## src/design/pcps_pkg.sv

```systemverilog
// Shared types and constants for the piecewise CDF position sampler.
// No dependencies.
package pcps_pkg;

    localparam int MAX_RECORDS = 1024;
    localparam int COUNT_DEPTH = 10;

    localparam int DATA_W  = 32;
    localparam int MODE_W  = 2;
    localparam int IDX_W   = 10;
    localparam int CFG_W   = 11;
    localparam int EVT_W   = 4;
    localparam int STS_W   = 2;

    localparam int REC_AW  = (MAX_RECORDS > 1) ? $clog2(MAX_RECORDS) : 1;
    localparam int CNT_AW  = (COUNT_DEPTH > 1) ? $clog2(COUNT_DEPTH) : 1;
    localparam int REC_CW  = $clog2(MAX_RECORDS + 1);
    localparam int CNT_CW  = $clog2(COUNT_DEPTH + 1);
    localparam int SRCH_W  = (REC_CW > CNT_CW) ? REC_CW : CNT_CW;
    localparam int EVT_MAX = (1 << EVT_W) - 1;

    localparam logic [CFG_W-1:0] RECORD_COUNT_RST = CFG_W'(2);

    localparam logic [MODE_W-1:0] MODE_LOAD_REC = 2'd0;
    localparam logic [MODE_W-1:0] MODE_LOAD_CNT = 2'd1;
    localparam logic [MODE_W-1:0] MODE_SAMP_POS = 2'd2;
    localparam logic [MODE_W-1:0] MODE_SAMP_CNT = 2'd3;

    localparam logic [STS_W-1:0] STS_OK      = 2'd0;
    localparam logic [STS_W-1:0] STS_OUTSIDE = 2'd1;
    localparam logic [STS_W-1:0] STS_EMPTY   = 2'd2;

    typedef enum logic [3:0] {
        ST_IDLE,
        ST_CHK,
        ST_RD,
        ST_CMP,
        ST_PREV,
        ST_CUR,
        ST_CAPT,
        ST_MUL,
        ST_ADD,
        ST_DONE
    } t_state;

    typedef struct packed {
        logic accept;
        logic rd_mid;
        logic step;
        logic rd_prev;
        logic rd_cur;
        logic cap_prev;
        logic cap_cur;
        logic mul;
        logic fin;
        logic push;
    } t_cmd;

    typedef struct packed {
        logic len_zero;
        logic sel_cnt;
        logic hit_bad;
        logic span_bad;
        logic out_free;
    } t_sts;

endpackage

```

## src/design/pcps_ctrl.sv

```systemverilog
// Sequencing FSM: binary search steps, interval reads, multiply, result push.
// Depends on pcps_pkg.
module pcps_ctrl import pcps_pkg::*; (
    input  logic i_clk,
    input  logic i_rst_n,
    input  logic i_in_valid,
    input  logic i_in_sample,
    input  t_sts i_sts,
    output logic o_in_ready,
    output t_cmd o_cmd
);

    t_state r_state;
    t_state n_state;

    always_ff @(posedge i_clk) begin
        if (!i_rst_n) begin
            r_state <= ST_IDLE;
        end else begin
            r_state <= n_state;
        end
    end

    always_comb begin
        n_state    = r_state;
        o_cmd      = '0;
        o_in_ready = 1'b0;
        case (r_state)
            ST_IDLE: begin
                o_in_ready = 1'b1;
                if (i_in_valid) begin
                    o_cmd.accept = 1'b1;
                    if (i_in_sample) begin
                        n_state = ST_CHK;
                    end
                end
            end
            ST_CHK: begin
                if (!i_sts.len_zero) begin
                    n_state = ST_RD;
                end else if (i_sts.sel_cnt || i_sts.hit_bad) begin
                    o_cmd.fin = 1'b1;
                    n_state   = ST_DONE;
                end else begin
                    n_state = ST_PREV;
                end
            end
            ST_RD: begin
                o_cmd.rd_mid = 1'b1;
                n_state      = ST_CMP;
            end
            ST_CMP: begin
                o_cmd.step = 1'b1;
                n_state    = ST_CHK;
            end
            ST_PREV: begin
                o_cmd.rd_prev = 1'b1;
                n_state       = ST_CUR;
            end
            ST_CUR: begin
                o_cmd.rd_cur   = 1'b1;
                o_cmd.cap_prev = 1'b1;
                n_state        = ST_CAPT;
            end
            ST_CAPT: begin
                o_cmd.cap_cur = 1'b1;
                n_state       = ST_MUL;
            end
            ST_MUL: begin
                if (i_sts.span_bad) begin
                    o_cmd.fin = 1'b1;
                    n_state   = ST_DONE;
                end else begin
                    o_cmd.mul = 1'b1;
                    n_state   = ST_ADD;
                end
            end
            ST_ADD: begin
                o_cmd.fin = 1'b1;
                n_state   = ST_DONE;
            end
            ST_DONE: begin
                if (i_sts.out_free) begin
                    o_cmd.push = 1'b1;
                    n_state    = ST_IDLE;
                end
            end
            default: begin
                n_state = ST_IDLE;
            end
        endcase
    end

endmodule

```

## config.mk

```make
export PLATFORM = sky130hd
export DESIGN_NAME = pcps_ctrl
export DESIGN_NICKNAME = d
export VERILOG_FILES = /design/src/design/pcps_pkg.sv /design/src/design/pcps_ctrl.sv
export SDC_FILE = /design/constraint.sdc
export NUM_CORES = 1
export LEC_CHECK = 0
export BUFFER_PORTS_ARGS = -buffer_cell sky130_fd_sc_hd__buf_2
export CORE_AREA = 8 8 45 47
export CTS_CLUSTER_SIZE = 40
export DETAILED_ROUTE_END_ITERATION = 8
export DIE_AREA = 0 0 53 55
export GPL_TIMING_DRIVEN = 0
export SYNTH_ARGS = -nofsm -noshare
export SYNTH_HDL_FRONTEND = slang
export SYNTH_SLANG_ARGS = --single-unit
export TNS_END_PERCENT = 1
```

## constraint.sdc

```tcl
create_clock -name i_clk -period 3.3 [get_ports i_clk]
set_input_delay 0.66 -clock i_clk [delete_from_list [all_inputs] [get_ports i_clk]]
set_output_delay 0.66 -clock i_clk [all_outputs]
set_load 0.02 [all_outputs]
```

Yosys cells after proc, flatten, opt, wreduce, memory -nomap -nowiden

Cells that the tools add are included.
Widths: inputs -> output; s select.

Bits in registers: 4
Bits in latches: 0
RAM bits: 0
Memory bits (read-only): 0
Bits of input ports: 9
Output and inout port bits: 11
Word-level logic and storage cells: 39
Memories kept: 0

Add/sub/neg operators: 0
Multiply operators: 0
Divide/modulo/power cells: 0
Magnitude comparators: 0
Eq/ne operators: 12
Shift-type cells: 0
Multiplexer cells: 23
Bitwise gates (word level): 0
Reductions and logical operators: 3

Operator list:

| kind               | number |
|---|---|
| $pmux 4 s10        | 1 |
| $mux 4             | 5 |
| $eq 4x3->1 const B | 4 |
| $mux 1             | 15 |
| $eq 4x2->1 const B | 2 |
| $eq 4x4->1 const B | 2 |
| $ne 2x2->1 const B | 3 |
| $eq 4x1->1 const B | 1 |
| $logic_not 4->1    | 1 |
| $pmux 1 s3         | 1 |
| $reduce_and 3->1   | 1 |
| $mux 2             | 1 |
| $logic_or 1x1->1   | 1 |

Longest topological paths before layout

Depth in word-level cells: 4
Gate-level depth with buffers: 5
Gate-level depth less buffers: 4

Worst setup path after synthesis

Ideal clock, no wire load.

Path kind: register to output
Start: reg r_state[0]
End: out o_cmd[5] (netlist bit)
Arrival time: 1.440 ns
Required time: 2.640 ns
Setup slack: 1.200 ns
Stages on the path, launching flop included: 6
Buffers on the path: 3
Cell sequence: dfxtp_1 buf_4 buf_2 nand2_1 nor3_1 buf_4

RTL lines:

| what                   | RTL line        | text |
|---|---|---|
| start, declared        | pcps_ctrl.sv:13 | `t_state r_state;` |
| start signal, assigned | pcps_ctrl.sv:20 | `r_state <= n_state;` |
| end, declared          | pcps_ctrl.sv:10 | `output t_cmd o_cmd` |

==> summary.txt <==
Status
  – Outcome: completed

Routing
  – Final Routed Wirelength: 1.04 mm
  – First-pass DRT Iterations: 4
  – Vias: 423
  – WL/cell: 12.0 um
  – First DRT Iteration DRCs: 7
  – Final ANT Viol Nets: 0
  – Via/cell ratio: 4.86
  – Post-route DRC violation count: 0

Clock tree
  – H-tree level count: 1
  – Setup Buffers After CTS: 0
  – CTS tree: done
  – Post-CTS Hold Fix Bufs: 0
  – CTS Sinks: 4
  – Root Driver: clkbuf_4
  – Clock Pin Slew Worst Setup and Hold Paths: 40 ps
  – Clk_lat worst skew: 240 ps
  – Post-CTS sizing: 0
  – Clock buffer depth: 2
  – CTS Buf Count: 3

Pwr
  – Switch Pwr: 92.2 uW
  – Total power draw: 235 uW
  – Clk pwr share: 0.261
  – Reg power frac: 0.247
  – Worst vdd ir: 0.126 mV
  – Comb pwr share: 0.492
  – Cell Pwr Density: 474 mW/mm2
  – Net Sw Frac: 0.392
  – Internal: 143 uW
  – P_leak: 0.000263 uW

Cells and area
  – Reg with most FFs: r_state
  – Final instance area: 497 um2
  – Nets: 82
  – Max FFs per register: 4
  – Diodes inserted: 0
  – Post-layout util: 0.359
  – Area Growth Syn to Fin: 38.3%
  – Top flop regs: r_state (4)
  – Share of cells above drive strength 1: 0.423

Die
  – Die height: 55 um
  – Die W: 53 um
  – Die Area: 0.00292 mm2
  – IO Pins: 20
  – Initial Util: 0.259
  – Core ar.: 0.00138 mm2
  – Site Rows: 14

Synth
  – Area leader, netlist: dfxtp_1
  – Yosys warning total: 0
  – Post-Syn Area: 359 um2
  – Post-Synthesis Cells: 49
  – Ranking of synthesized cells by area: dfxtp_1 (22%), nand2_1 (7.3%), a31oi_1 (5.2%)
  – Sequential area share after synthesis: 0.223
  – Synth unique cells: 27
  – Syn nets: 58
  – Synthesized area per cell: 7.33 um2
  – Flops & latches, synth: 4
  – Share of the synthesized area in the top cell type: 0.223

STA
  – Final Slew Violations: 0
  – Setup TNS: 0 ps
  – Slew HR: 0.805
  – Skew final: 3.32 ps
  – Fin. Hold Viols: 0
  – RSZ-0062 raised after global routing: no
  – Min Tclk post-route: 2130 ps
  – Post-route setup slack: 1170 ps
  – Final Setup Violations: 0
  – Fmax: 0.470 GHz
  – Worst slew pin tran: 291 ps
  – Final period utilization: 0.645

Placement
  – Placement Cell Area: 474 um2
  – PortBufs: 19
  – Post-DP HPWL: 799 um
  – RePlAce Congestion: 0.770
  – Place WS: 1170 ps

Min path
  – Hold WC Path Type: reg -> reg
  – Hold Startpoint: r_state[1]$_SDFFE_PN0P_

Global routing
  – Total track usage: 0.0787
  – Antenna violations before repair: 0
  – Largest net degree at the start of global routing: 11
  – Vias in the first global route: 399
  – Congestion Overflow GR: 0
  – Global-route wire length before repair: 1.73 mm

Critical path
  – Critical Path AT: 1470 ps
  – Reg2reg start: r_state[0]$_SDFFE_PN0P_
  – Required time of the worst setup path: 2640 ps
  – Setup CP Type: reg -> out
  – CP Launch Type: flip-flop
  – CP endpoint kind: primary output
  – Worst-path maximum fanout: 10
  – Crit path from: r_state[0]$_SDFFE_PN0P_

Run
  – Max Cap Viol: 0
## kinds of logic (layout without fill, tap and decap cells)
family	count (synthesis)	after routing	synth area share
simple gates	26	26	0.415
compound gates	11	11	0.206
buf+inv	7	29	0.125
flops	4	4	0.223
mux	1	1	0.0314
## cell usage after synthesis, drive strengths merged
library cell	n
nand2	7
buf	6
dfxtp	4
nor2	4
a31oi	3
nor3	3
nand2b	2
nor3b	2
o21ai	2
a211o	1
a211oi	1
a21boi	1
a21oi	1
a22o	1
a22oi	1
and2	1
and2b	1
and3b	1
and4	1
inv	1
mux2	1
nand4	1
nor2b	1
nor4	1
nor4b	1
## critical path, stage by stage, from the launching register on
cell and delay (ps):
dfxtp_1 300, buf_4 150, buf_2 210, nand2_1 90
nor3_1 190, buf_4 140, buf_2 150
## per-layer routing
metal  GRT usage  part of all wire  vias to the layer above
met5           0                 0                        -
met4      0.0647             0.022                        0
met3      0.0241              0.10                        3
met2       0.125              0.44                       16
met1      0.0851              0.43                      181
li1            -                 -                      223
## power by group through the flow
| stage | combinational, uW | clock, uW | sequential [uW] |
|---|---|---|---|
| after global routing | 130 | 64.8 | 59.2 |
| after global placement | 114 | 0 | 58.9 |
| after detailed placement | 116 | 0 | 59.0 |
| after floorplan | 85.3 | 0 | 58.4 |
| after CTS | 117 | 63.1 | 58.2 |
| final | 116 | 61.3 | 58.2 |
## cell usage in the layout, fill, tap and decap left out, types with 2 or more instances in the layout
cell      count
nand2b_1      2
nor3b_1       2
nor3_1        3
buf_2        22
nand2_1       7
nor2_1        4
dfxtp_1       4
a31oi_1       3
clkbuf_4      3
o21ai_0       2
buf_4         2
## area by class of cell
| class | instances | area (um2) |
|---|---|---|
| inverters | 1 | 3.75 |
| multi-input cells | 38 | 234 |
| repair buffers | 19 | 95.1 |
| fillers | 154 | 887 |
| flip-flops and latches | 4 | 80.1 |
| plain buffers | 6 | 41.3 |
| clock buffers | 3 | 22.5 |
| well taps | 16 | 20.0 |
## stage by stage
stage / cells / hold WS, ps
5_1_grt: 87 / 611
3_5_place_dp: 84 / 568
6_report: 87 / 562
2_1_floorplan: 49 / 536
3_3_place_gp: 84 / 563
4_1_cts: 87 / 567
## final timing paths
check	slack, ps	to	cells past startpoint
setup / recovery	1170	o_cmd[5]	6
hold / removal	560	r_state[2]$_SDFFE_PN0P_	2
setup reg to reg	2140	r_state[0]$_SDFFE_PN0P_	5
hold reg to reg	560	r_state[2]$_SDFFE_PN0P_	2
Note: power is estimated with default switching activity, not from simulation.
